--- src/rtl/core/dcaf_pkg.sv ---
// Shared types, codes and constants of the drift-correcting audio frame FIFO.
`default_nettype none
package dcaf_pkg;

    localparam int FIFO_FRAMES_DEF = 1024;
    localparam int PRIME_W         = 10;
    localparam int PRIME_RESET     = 512;
    localparam int PHASE_W         = 16;
    localparam int PHASE_ONE       = 65536;
    localparam int CORR_MAX        = 65536 / 50;
    localparam int SAMPLE_W        = 32;
    localparam int FILL_W          = 11;
    // Correction divider: |err| * CORR_MAX over prime_frames
    localparam int DIV_NUM_W       = 21;
    localparam int DIV_QUO_W       = 11;
    localparam int CORR_W          = DIV_QUO_W + 1;

    typedef enum logic [2:0] {
        ST_STORED    = 3'd0,
        ST_DROPPED   = 3'd1,
        ST_EMITTED   = 3'd2,
        ST_PRIMING   = 3'd3,
        ST_UNDERRUN  = 3'd4
    } t_status;

    localparam logic REQ_PUSH = 1'b0;
    localparam logic REQ_PULL = 1'b1;

    typedef struct packed {
        logic                       req_type;
        logic signed [SAMPLE_W-1:0] left_in;
        logic signed [SAMPLE_W-1:0] right_in;
    } t_in_req;

    typedef struct packed {
        logic [2:0]                 status;
        logic signed [SAMPLE_W-1:0] left_out;
        logic signed [SAMPLE_W-1:0] right_out;
        logic [FILL_W-1:0]          fill_level;
        logic                       is_primed;
    } t_out_res;

    // Controller to datapath
    typedef struct packed {
        logic cap_req;
        logic rd_next;
        logic lat_s0;
        logic lat_s1;
        logic div_start;
        logic mul;
        logic commit;
    } t_cmd;

    // Datapath to controller
    typedef struct packed {
        logic short_path;
        logic div_busy;
        logic out_free;
    } t_stat;

endpackage
`default_nettype wire

--- src/rtl/core/dcaf_ctrl.sv ---
// Request sequencer: capture, frame reads, divide, multiply, commit.
`default_nettype none
module dcaf_ctrl (
    input  wire logic            i_clk,
    input  wire logic            i_rst_n,
    input  wire logic            i_in_valid,
    input  wire dcaf_pkg::t_stat i_stat,
    output logic                 o_in_stall,
    output dcaf_pkg::t_cmd       o_cmd
);

    typedef enum logic [7:0] {
        S_IDLE = 8'b0000_0001,
        S_EVAL = 8'b0000_0010,
        S_RDH  = 8'b0000_0100,
        S_RDN  = 8'b0000_1000,
        S_LAT  = 8'b0001_0000,
        S_DIV  = 8'b0010_0000,
        S_MUL  = 8'b0100_0000,
        S_FIN  = 8'b1000_0000
    } t_state;

    t_state r_state, n_state;

    always_comb begin
        n_state = r_state;
        o_cmd   = '0;
        unique case (r_state)
            S_IDLE: begin
                o_cmd.cap_req = i_in_valid;
                if (i_in_valid) n_state = S_EVAL;
            end
            S_EVAL: begin
                n_state = i_stat.short_path ? S_FIN : S_RDH;
            end
            S_RDH: begin
                // head is the default read address
                o_cmd.div_start = 1'b1;
                n_state = S_RDN;
            end
            S_RDN: begin
                o_cmd.rd_next = 1'b1;
                o_cmd.lat_s0  = 1'b1;
                n_state = S_LAT;
            end
            S_LAT: begin
                o_cmd.lat_s1 = 1'b1;
                n_state = S_DIV;
            end
            S_DIV: begin
                if (!i_stat.div_busy) n_state = S_MUL;
            end
            S_MUL: begin
                o_cmd.mul = 1'b1;
                n_state = S_FIN;
            end
            S_FIN: begin
                o_cmd.commit = i_stat.out_free;
                if (i_stat.out_free) n_state = S_IDLE;
            end
            default: begin
                n_state = S_IDLE;
            end
        endcase
    end

    always_ff @(posedge i_clk) begin
        if (!i_rst_n) begin
            r_state <= S_IDLE;
        end else begin
            r_state <= n_state;
        end
    end

    assign o_in_stall = r_state != S_IDLE;

    a_mul_after_div: assert property (@(posedge i_clk) disable iff (!i_rst_n)
        o_cmd.mul |-> !i_stat.div_busy)
        else $error("products taken while divider still running");
    a_fin_free: assert property (@(posedge i_clk) disable iff (!i_rst_n)
        (r_state == S_FIN) && i_stat.out_free |=> r_state == S_IDLE)
        else $error("commit did not return to idle");
    a_state_onehot: assert property (@(posedge i_clk) disable iff (!i_rst_n)
        $onehot(r_state))
        else $error("controller state not one-hot");

endmodule
`default_nettype wire

--- config.mk ---
export PLATFORM = sky130hd
export DESIGN_NAME = dcaf_ctrl
export DESIGN_NICKNAME = d
export VERILOG_FILES = /design/src/rtl/core/dcaf_pkg.sv /design/src/rtl/core/dcaf_ctrl.sv
export SDC_FILE = /design/constraint.sdc
export NUM_CORES = 1
export LEC_CHECK = 0
export ABC_AREA = 1
export BUFFER_PORTS_ARGS = -buffer_cell sky130_fd_sc_hd__buf_4
export CORE_AREA = 8 8 45 47
export DETAILED_ROUTE_END_ITERATION = 10
export DIE_AREA = 0 0 53 55
export PLACE_DENSITY = 0.59
export SLEW_MARGIN = 20
export SYNTH_ARGS = -nofsm -noshare
export SYNTH_HDL_FRONTEND = slang
export SYNTH_SLANG_ARGS = --single-unit
--- constraint.sdc ---
create_clock -name i_clk -period 2.35 [get_ports i_clk]
set_clock_uncertainty 0.2 [all_clocks]
set_input_delay 0.3525 -clock i_clk [delete_from_list [all_inputs] [get_ports i_clk]]
set_output_delay 0.3525 -clock i_clk [all_outputs]
set_load 0.02 [all_outputs]
==> run_results.csv, run 1 <==
group,metric,value,unit
outcome,status,"finished clean",
synthesis,synth-adder-area-share,0,%
clock_tree,cts_setup_buffers,0,
sta,layout_min_cycle_time,1845,ps
critical_path,required,1800,ps
sta,setup_viol,0,
finish,multi_input_area,289.0,µm²
drt,drt-wirelength-per-cell,10.26,µm
finish,n_antenna_cell,0,
sta,maxClockFrequency,0.5420,GHz
finish,top_register,"r_state",
critical_path,worst-path-buf-inv,2,
synthesis,synth_edf_count,0,
synthesis,synth_warnings,0,
sta,hold_violations,0,
placement,numPortBuffers,13,
synthesis,synth_top_area_share,30.99,%
critical_path,r2r_start,"r_state[7]",
critical_path,cp_max_fo,4,
drt,routed_via_density,4.481,
power_and_ir_drop,peakVddDrop,372.9,µV
sta,period_share,78.51,%
synthesis,syn_inst,77,
synthesis,syn_avg_cell_area,6.711,µm²
drt,drtIter0Drc,15,
floorplan,die_x,53,µm
grt,grt_use_total,9.195,%
critical_path,worst-setup-path-type,"register to primary output",
critical_path,crit_family,"simple AND/OR/NAND/NOR gates",
synthesis,synthTopCellsByArea,"dfxtp_1 31%, nor2_1 10%, inv_1 8.7%",
placement,dp_hpwl,930.7,µm
clock_tree,cts.path.max_buffers,2,
floorplan,die_y,55,µm
critical_path,path_cells,"nor2_2, nand2_2, inv_2, nand2_1, nor2_1, buf_4",
min_path,holdPathEnd,"r_state[2]",
finish,largest_register_ffs,8,
critical_path,crit_path_top_delay_cell,"dfxtp_1",
critical_path,cpPeakStageDelay,330,ps
grt,grt_max_degree,7,
clock_tree,cts_buffers,3,
synthesis,yosys.area_share.simple,52.78,%
drt,antenna_left,0,
finish,regArea,160.2,µm²
synthesis,synth_top_area_cell,"dfxtp_1",
clock_tree,cts_root_buf,"clkbuf_4",
placement,routabilityCongestion,0.7343,
synthesis,synth.net_count,83,
grt,overflow,0,
sta,slew_headroom,85.69,%
synthesis,synth.distinct_cells,17,
synthesis,synth-seq-cells,8,
finish,area_delta_synth_final,25.67,%
clock_tree,cts_sinks,8,
drt,via_count,484,
grt,antenna_found_initial,0,
synthesis,synth_flop_cell,"dfxtp_1",
floorplan,num_rows,14,
clock_tree,clock_latency,250,ps
finish,postLayoutCoreUtil,46.93,%
drt,drtPass1Iterations,4,
critical_path,r2r.worst_path.cells,8,
finish,drive_gt1_share,39.13,%
critical_path,end_kind,"primary output",
floorplan,core_region_area,1384,µm²
clock_tree,path_clk_slew,60,ps
floorplan,initial_core_util,37.34,%
drt,wirelength,1108,µm
synthesis,netlist_area,516.7,µm²
sta,rsz0062_at_grt,"no",
sta,drv_slew,0,
synthesis,synthMuxAreaShare,0,%
synthesis,synthArstFlopShare,0,%
floorplan,ios,14,
critical_path,cp-start-kind,"register",
clock_tree,htree_num_levels,1,
clock_tree,cts_tree,"done",
drt,drc,0,
critical_path,r2r_setup_slack,960,ps
finish,fillerInstances,142,
synthesis,yosysMostFrequentCell,"nor2_1",
clock_tree,cts_hold_buf,0,
synthesis,seq_area_frac_synth,30.99,%
run,maxCapViolCount,0,
grt,grt_pass1_vias,455,
clock_tree,cts_resized,0,
power_and_ir_drop,power_leakage,0.3406,nW
synthesis,synth_compound_area_share,3.148,%
min_path,min_from,"i_stat[2]",
synthesis,synth_top_family_by_area,"simple AND/OR/NAND/NOR gates",
critical_path,cp.depth,6,
critical_path,arrival,1290,ps
critical_path,r2r_end,"r_state[0]",
floorplan,die-area,2915,µm²
power_and_ir_drop,power_density,608.3,nW/µm²
finish,finalNetCount,100,
sta,tightest_slew,214.5,ps
min_path,hold_class,"input pin to register",
min_path,whs_path_depth,2,
grt,grt_pass1_wl,1918,µm
sta,tns,0,ps
finish,reg_top3,"r_state (8)",
synthesis,yosys-top-cells-count,"14 x nor2_1, 12 x inv_1, 11 x nand2_1",
synthesis,synth-xor-area-share,0,%
==> routing by layer <==
layer,wire length [µm],track usage [%],vias to the layer above
met1,516,10.69,201
li1,-,-,262
met5,0,0,-
met3,70,3.209,5
met4,38,9.052,0
met2,482,12.70,16
==> where the power goes <==
group | leakage, nW | switching (W) | internal (W) | total (W)
clock network | 0.0138 | 0.0000482 | 0.0000586 | 0.000107
registers | 0.0650 | 0.0000104 | 0.000145 | 0.000155
logic | 0.262 | 0.0000825 | 0.0000503 | 0.000133
total | 0.341 | 0.000141 | 0.000254 | 0.000395
==> how the worst max path moves through the flow <==
| stage | slack (ps) | end | start |
|---|---|---|---|
| floorplan | 660 | o_cmd[5] | r_state[0] |
| global placement | 810 | o_cmd[5] | r_state[0] |
| detailed placement | 790 | o_cmd[6] | r_state[6] |
| CTS | 490 | o_cmd[6] | r_state[6] |
| global route | 390 | o_cmd[6] | r_state[6] |
| finish | 500 | o_cmd[6] | r_state[7] |
==> metrics by stage <==
stage	total power, W	setup WS (ps)	cell area (µm²)	std cells	hold slack, ps
global route	0.0004244	393.6	649.4	108	64.97
floorplan	0.0002526	655.3	516.7	77	231.8
CTS	0.0003987	494.1	649.4	108	76.42
global placement	0.0002905	812.6	626.9	105	341.4
detailed placement	0.0002908	790.5	626.9	105	339.4
finish	0.0003950	504.9	649.4	108	75.08
==> area by class of cell <==
class | count | share of cell area, %
timing repair buffer | 13 | 15.03
inverter | 16 | 9.249
clock buffer | 3 | 3.468
sequential | 8 | 24.66
multi-input combinational | 52 | 44.51
tap | 16 | 3.083
==> logic make-up (layout without fill, tap and decap cells) <==
group,Yosys count,in the layout
buffers and inverters,17,32
flip-flops,8,8
AO/OA/AOI/OAI,3,3
AND/OR/NAND/NOR,49,49
==> cell usage in the layout (no fill, tap or decap) <==
| cell type | n |
|---|---|
| nor3_2 | 2 |
| nand2_2 | 3 |
| nor2_1 | 14 |
| nand2_1 | 11 |
| inv_2 | 4 |
| nand3_1 | 5 |
| inv_1 | 12 |
| nor2_2 | 5 |
| o21ai_1 | 1 |
| o22ai_1 | 1 |
| nor2_4 | 4 |
| a21oi_1 | 1 |
| nor3_1 | 2 |
| buf_4 | 13 |
| nand4_1 | 1 |
| dfxtp_1 | 8 |
| clkbuf_4 | 3 |
| nand2_4 | 2 |
==> worst reg2reg max path: stages, from the launching register on <==
cell and delay, ps:
dfxtp_1 330, nor2_2 170, nand2_2 100, nor2_1 200, nor2_1 70, nand2_1 60
nor2_1 40, nand2_1 50, nand3_1 60
Power figures use the tool's default switching activity.
==> run 2: changes to the inputs <==
- clock period: 2.35 -> 1.8 ns (I/O delays scaled with it)
==> run 2 against run 1 <==
  * Via count up 1.9%
  * Power up 34%
  * Critical endpoint unchanged
  * Critical path type unchanged
  * Flip-flop and latch count unchanged
  * Combinational power up 38%
==> run_results.csv, run 2 (synthesis results as in run 1) <==
group,metric,value,unit
run,maxCapViolCount,0,
finish,n_antenna_cell,0,
finish,reg_top3,"r_state (8)",
critical_path,path_cells,"nor2_4, nand2_2, inv_2, nand2_2, nor2_1, buf_4",
sta,slew_headroom,84.80,%
finish,drive_gt1_share,44.09,%
critical_path,crit_path_top_delay_cell,"dfxtp_1",
grt,grt_busiest_layer,"met2",
sta,layout_min_cycle_time,1725,ps
sta,drv_slew,0,
grt,grt_pass1_vias,482,
finish,largest_register_ffs,8,
placement,numPortBuffers,13,
drt,routed_via_density,4.523,
clock_tree,cts.path.max_buffers,2,
critical_path,worst-setup-path-type,"register to primary output",
floorplan,die_y,55,µm
grt,met3_usage,2.406,%
drt,drc,0,
critical_path,required,1330,ps
clock_tree,htree_num_levels,1,
floorplan,core_region_area,1384,µm²
floorplan,die-area,2915,µm²
placement,routabilityCongestion,0.7344,
floorplan,num_rows,14,
clock_tree,cts_buffers,3,
sta,tightest_slew,227.8,ps
sta,period_share,95.84,%
grt,grtUsageMet1,10.69,%
finish,final_common_cell,"buf_4",
power_and_ir_drop,power_leakage,0.3488,nW
finish,top_register,"r_state",
clock_tree,clock_latency,260,ps
drt,drtPass1Iterations,4,
sta,rsz0062_at_grt,"yes",
sta,maxClockFrequency,0.5797,GHz
sta,whs,17.60,ps
placement,placed_cells,105,
floorplan,die_x,53,µm
power_and_ir_drop,peakVddDrop,383.9,µV
drt,wirelength,1208,µm
grt,grt_use_total,9.305,%
drt,via_count,493,
grt,grt_max_degree,7,
critical_path,arrival,1260,ps
clock_tree,cts_sinks,8,
sta,hold_violations,0,
clock_tree,cts_root_buf,"clkbuf_4",
finish,postLayoutCoreUtil,49.37,%
critical_path,cp_max_fo,4,
grt,grt.met2_usage,13.67,%
min_path,hold_class,"input pin to register",
finish,finalNetCount,101,
grt,antenna_found_initial,0,
drt,antenna_left,0,
sta,setup_viol,0,
critical_path,cpMostUsedCell,"nand2_2",
finish,most-common-layout-cells,"13 x buf_4, 12 x inv_1, 12 x nor2_1, 10 x nand2_1, 7 x dfxtp_1",
floorplan,initial_core_util,37.34,%
critical_path,crit_family,"simple AND/OR/NAND/NOR gates",
placement,dp_hpwl,914.1,µm
drt,drt-wirelength-per-cell,11.08,µm
drt,drtIter0Drc,7,
critical_path,cp-start-kind,"register",
critical_path,worst-path-buf-inv,2,
floorplan,ios,14,
finish,area_delta_synth_final,32.20,%
critical_path,cpPeakStageDelay,330,ps
finish,final_cell_count_no_fill,109,
outcome,status,"finished clean",
power_and_ir_drop,power_density,775.6,nW/µm²
grt,grt_pass1_wl,1952,µm
grt,overflow,0,
clock_tree,cts_tree,"done",
clock_tree,path_clk_slew,60,ps
critical_path,end_kind,"primary output",
==> run 2: per-layer routing <==
layer  vias to the layer above  part of all wire [%]  routed length, µm
met5                         -                     0                  0
met4                         0                   3.7                 45
met3                         5                   5.6                 68
met2                        18                    46                553
met1                       206                    45                541
li1                        264                     -                  -
==> run 2: final cells by class <==
type                    instances  area, µm²
flip-flops and latches          8      161.4
repair buffers                 14      107.6
multi-input cells              52      311.5
clock buffers                   3      22.52
inverters                      16      60.06
well taps                      16      20.02
fillers                       136      700.7
==> run 2: final timing paths <==
| check | startpoint | end | slack, ps | cells after the start |
|---|---|---|---|---|
| min | i_rst_n | r_state[0] | 20 | 2 |
| max | r_state[6] | o_cmd[6] | 70 | 6 |
| min reg2reg | r_state[3] | r_state[4] | 400 | 2 |
| max reg2reg | r_state[6] | r_state[0] | 420 | 8 |
==> run 2: what timing repair did <==
item,CTS,global route
endpoints found under the hold margin,1,0
buffers inserted,0,0
hold buffers,1,0
gates resized for setup,0,7
endpoints found under the setup margin,0,5
==> run 2: per-stage QoR <==
stage                     total power [W]  instance area, µm²  worst slack (ps)  TNS, ps
after floorplan                 0.0003298               516.7             187.8        0
after global placement          0.0003793               626.9             345.1        0
after detailed placement        0.0003785               626.9             329.3        0
after CTS                       0.0005199               659.4             35.03        0
after global routing            0.0005678               683.2            -37.66   -63.10
final                           0.0005299               683.2             74.91        0
==> run 2: where the power goes <==
part / total, W / switching, W / internal [W]
combinational: 0.000183 / 0.000112 / 0.0000718
sequential: 0.000205 / 0.0000147 / 0.000191
clock: 0.000141 / 0.0000646 / 0.0000766
total: 0.000530 / 0.000191 / 0.000339
==> run 2: worst reg2reg max path, delay by kind of cell, from the launching register on <==
kind	cells	cell delay, ps
flip-flops	1	330
AND/OR/NAND/NOR	7	630
buffers and inverters	1	90
==> run 3: changes to the inputs <==
- RECOVER_POWER: unset -> 100
==> run 3 against run 2 <==
  * Wire length is 0.66% higher
  * Clock power hardly changed
  * Sequential share of layout area is 0.35 points higher
  * Fmax is 0.28% higher
  * Worst hold slack better by 0.71 ps
  * Critical path depth stayed put
  * Largest power group unchanged
  * Sequential power hardly changed
  * Utilization is 0.72 points lower
  * Final area is 1.5% lower
  * Setup slack better by 4.8 ps
  * Cell count stayed put
==> run_results.csv, run 3 (synthesis results as in run 1) <==
group,metric,value,unit
outcome,status,"finished clean",
sta,whs,18.31,ps
drt,routed_via_density,4.505,
finish,final_cell_count_no_fill,109,
run,maxCapViolCount,0,
drt,wl_met1,540,µm
clock_tree,clock_latency,260,ps
grt,grt_max_degree,7,
critical_path,cp-start-kind,"register",
sta,setup_viol,0,
finish,reg_top3,"r_state (8)",
grt,grt_use_total,9.305,%
finish,fin_area,673.1,µm²
finish,finalNetCount,101,
critical_path,end_kind,"primary output",
critical_path,r2r_end,"r_state[3]",
drt,wl_met3,66,µm
critical_path,r2r_start,"r_state[7]",
critical_path,cp_max_fo,4,
floorplan,core_region_area,1384,µm²
clock_tree,cts_tree,"done",
critical_path,arrival,1250,ps
grt,grt_pass1_wl,1952,µm
placement,dp_hpwl,914.1,µm
drt,met2_length,565,µm
finish,drive_gt1_share,41.94,%
power_and_ir_drop,power_leakage,0.3467,nW
critical_path,r2r_setup_slack,370,ps
sta,worst_slack,79.71,ps
sta,period_share,95.57,%
floorplan,die-area,2915,µm²
sta,maxClockFrequency,0.5813,GHz
critical_path,worstSetupEndpoint,"o_cmd[6]",
placement,numPortBuffers,13,
placement,post-place-ws,329.3,ps
drt,drtIter0Drc,10,
power_and_ir_drop,power_density,780.3,nW/µm²
floorplan,initial_core_util,37.34,%
sta,rsz0062_at_grt,"yes",
floorplan,num_rows,14,
drt,drc,0,
critical_path,worst-setup-path-type,"register to primary output",
grt,overflow,0,
sta,hold_violations,0,
clock_tree,cts_setup_buffers,0,
clock_tree,cts_root_buf,"clkbuf_4",
sta,tns,0,ps
drt,via_count,491,
floorplan,die_x,53,µm
grt,grt_pass1_vias,482,
placement,placed_cells,105,
drt,highest_layer,"met4",
finish,largest_register_ffs,8,
power_and_ir_drop,peakVddDrop,386.3,µV
drt,drt-wirelength-per-cell,11.16,µm
sta,slew_headroom,84.11,%
sta,tightest_slew,237.5,ps
drt,wirelength,1216,µm
critical_path,r2r.worst_path.cells,8,
drt,drtPass1Iterations,4,
clock_tree,path_clk_slew,60,ps
clock_tree,cts_sinks,8,
sta,layout_min_cycle_time,1720,ps
placement,placed_area,626.9,µm²
grt,antenna_found_initial,0,
placement,routabilityCongestion,0.7344,
floorplan,die_y,55,µm
critical_path,cp-startpoint,"r_state[6]",
min_path,hold_class,"input pin to register",
finish,most-common-layout-cells,"14 x nor2_1, 13 x buf_4, 12 x inv_1, 10 x nand2_1, 7 x dfxtp_1",
finish,top_register,"r_state",
sta,drv_slew,0,
finish,final_common_cell,"nor2_1",
clock_tree,htree_num_levels,1,
critical_path,required,1330,ps
floorplan,ios,14,
drt,antenna_left,0,
finish,n_antenna_cell,0,
clock_tree,cts_buffers,3,
clock_tree,cts.path.max_buffers,2,
finish,area_delta_synth_final,30.27,%
[run 3: cell counts in the layout (fill, tap and decap cells not counted)]
No cell type changed its count.
[run 3: per-stage QoR]
stage	util [%]	total power, W
after floorplan	-	0.0003298
after global placement	45.30	0.0003793
after detailed placement	45.30	0.0003785
after CTS	47.65	0.0005199
after global routing	48.64	0.0005623
final	48.64	0.0005253
[run 3: worst min-delay path by stage]
stage	from	to	slack (ps)	cells after the start
2_1_floorplan	i_stat[2]	r_state[2]	150	1
3_3_place_gp	i_stat[2]	r_state[2]	260	2
3_5_place_dp	i_stat[2]	r_state[2]	260	2
4_1_cts	i_rst_n	r_state[0]	20	2
5_1_grt	i_rst_n	r_state[0]	20	2
6_report	i_rst_n	r_state[0]	20	2
[run 3: final cells by class]
class                           instances  area (µm²)
Fill cell                             139       710.7
Multi-Input combinational cell         52       301.5
Sequential cell                         8       161.4
Timing Repair Buffer                   14       107.6
Inverter                               16       60.06
Clock buffer                            3       22.52
Tap cell                               16       20.02
[run 3: critical path, stage by stage, from the launching register on]
cell and delay (ps):
dfxtp_1 330, nor2_4 150, nand2_2 100, inv_2 90
nand2_2 80, nor2_1 90, buf_4 140
[run 3: per-layer routing]
| metal | global-route usage, % | vias up |
|---|---|---|
| met5 | 0 | - |
| met4 | 9.052 | 0 |
| met3 | 2.406 | 5 |
| met2 | 13.67 | 16 |
| met1 | 10.69 | 205 |
| li1 | - | 265 |
[run 3: power by group]
part / total, W / switching, W / internal (W)
clock: 0.000142 / 0.0000655 / 0.0000766
sequential: 0.000205 / 0.0000146 / 0.000191
combinational: 0.000178 / 0.000108 / 0.0000695
total: 0.000525 / 0.000189 / 0.000337
[run 3: timing repair]
item,4_1_cts,5_1_grt
hold endpoints to repair,1,0
resized for setup,0,7
setup endpoints to repair,0,5
hold buffers,1,0
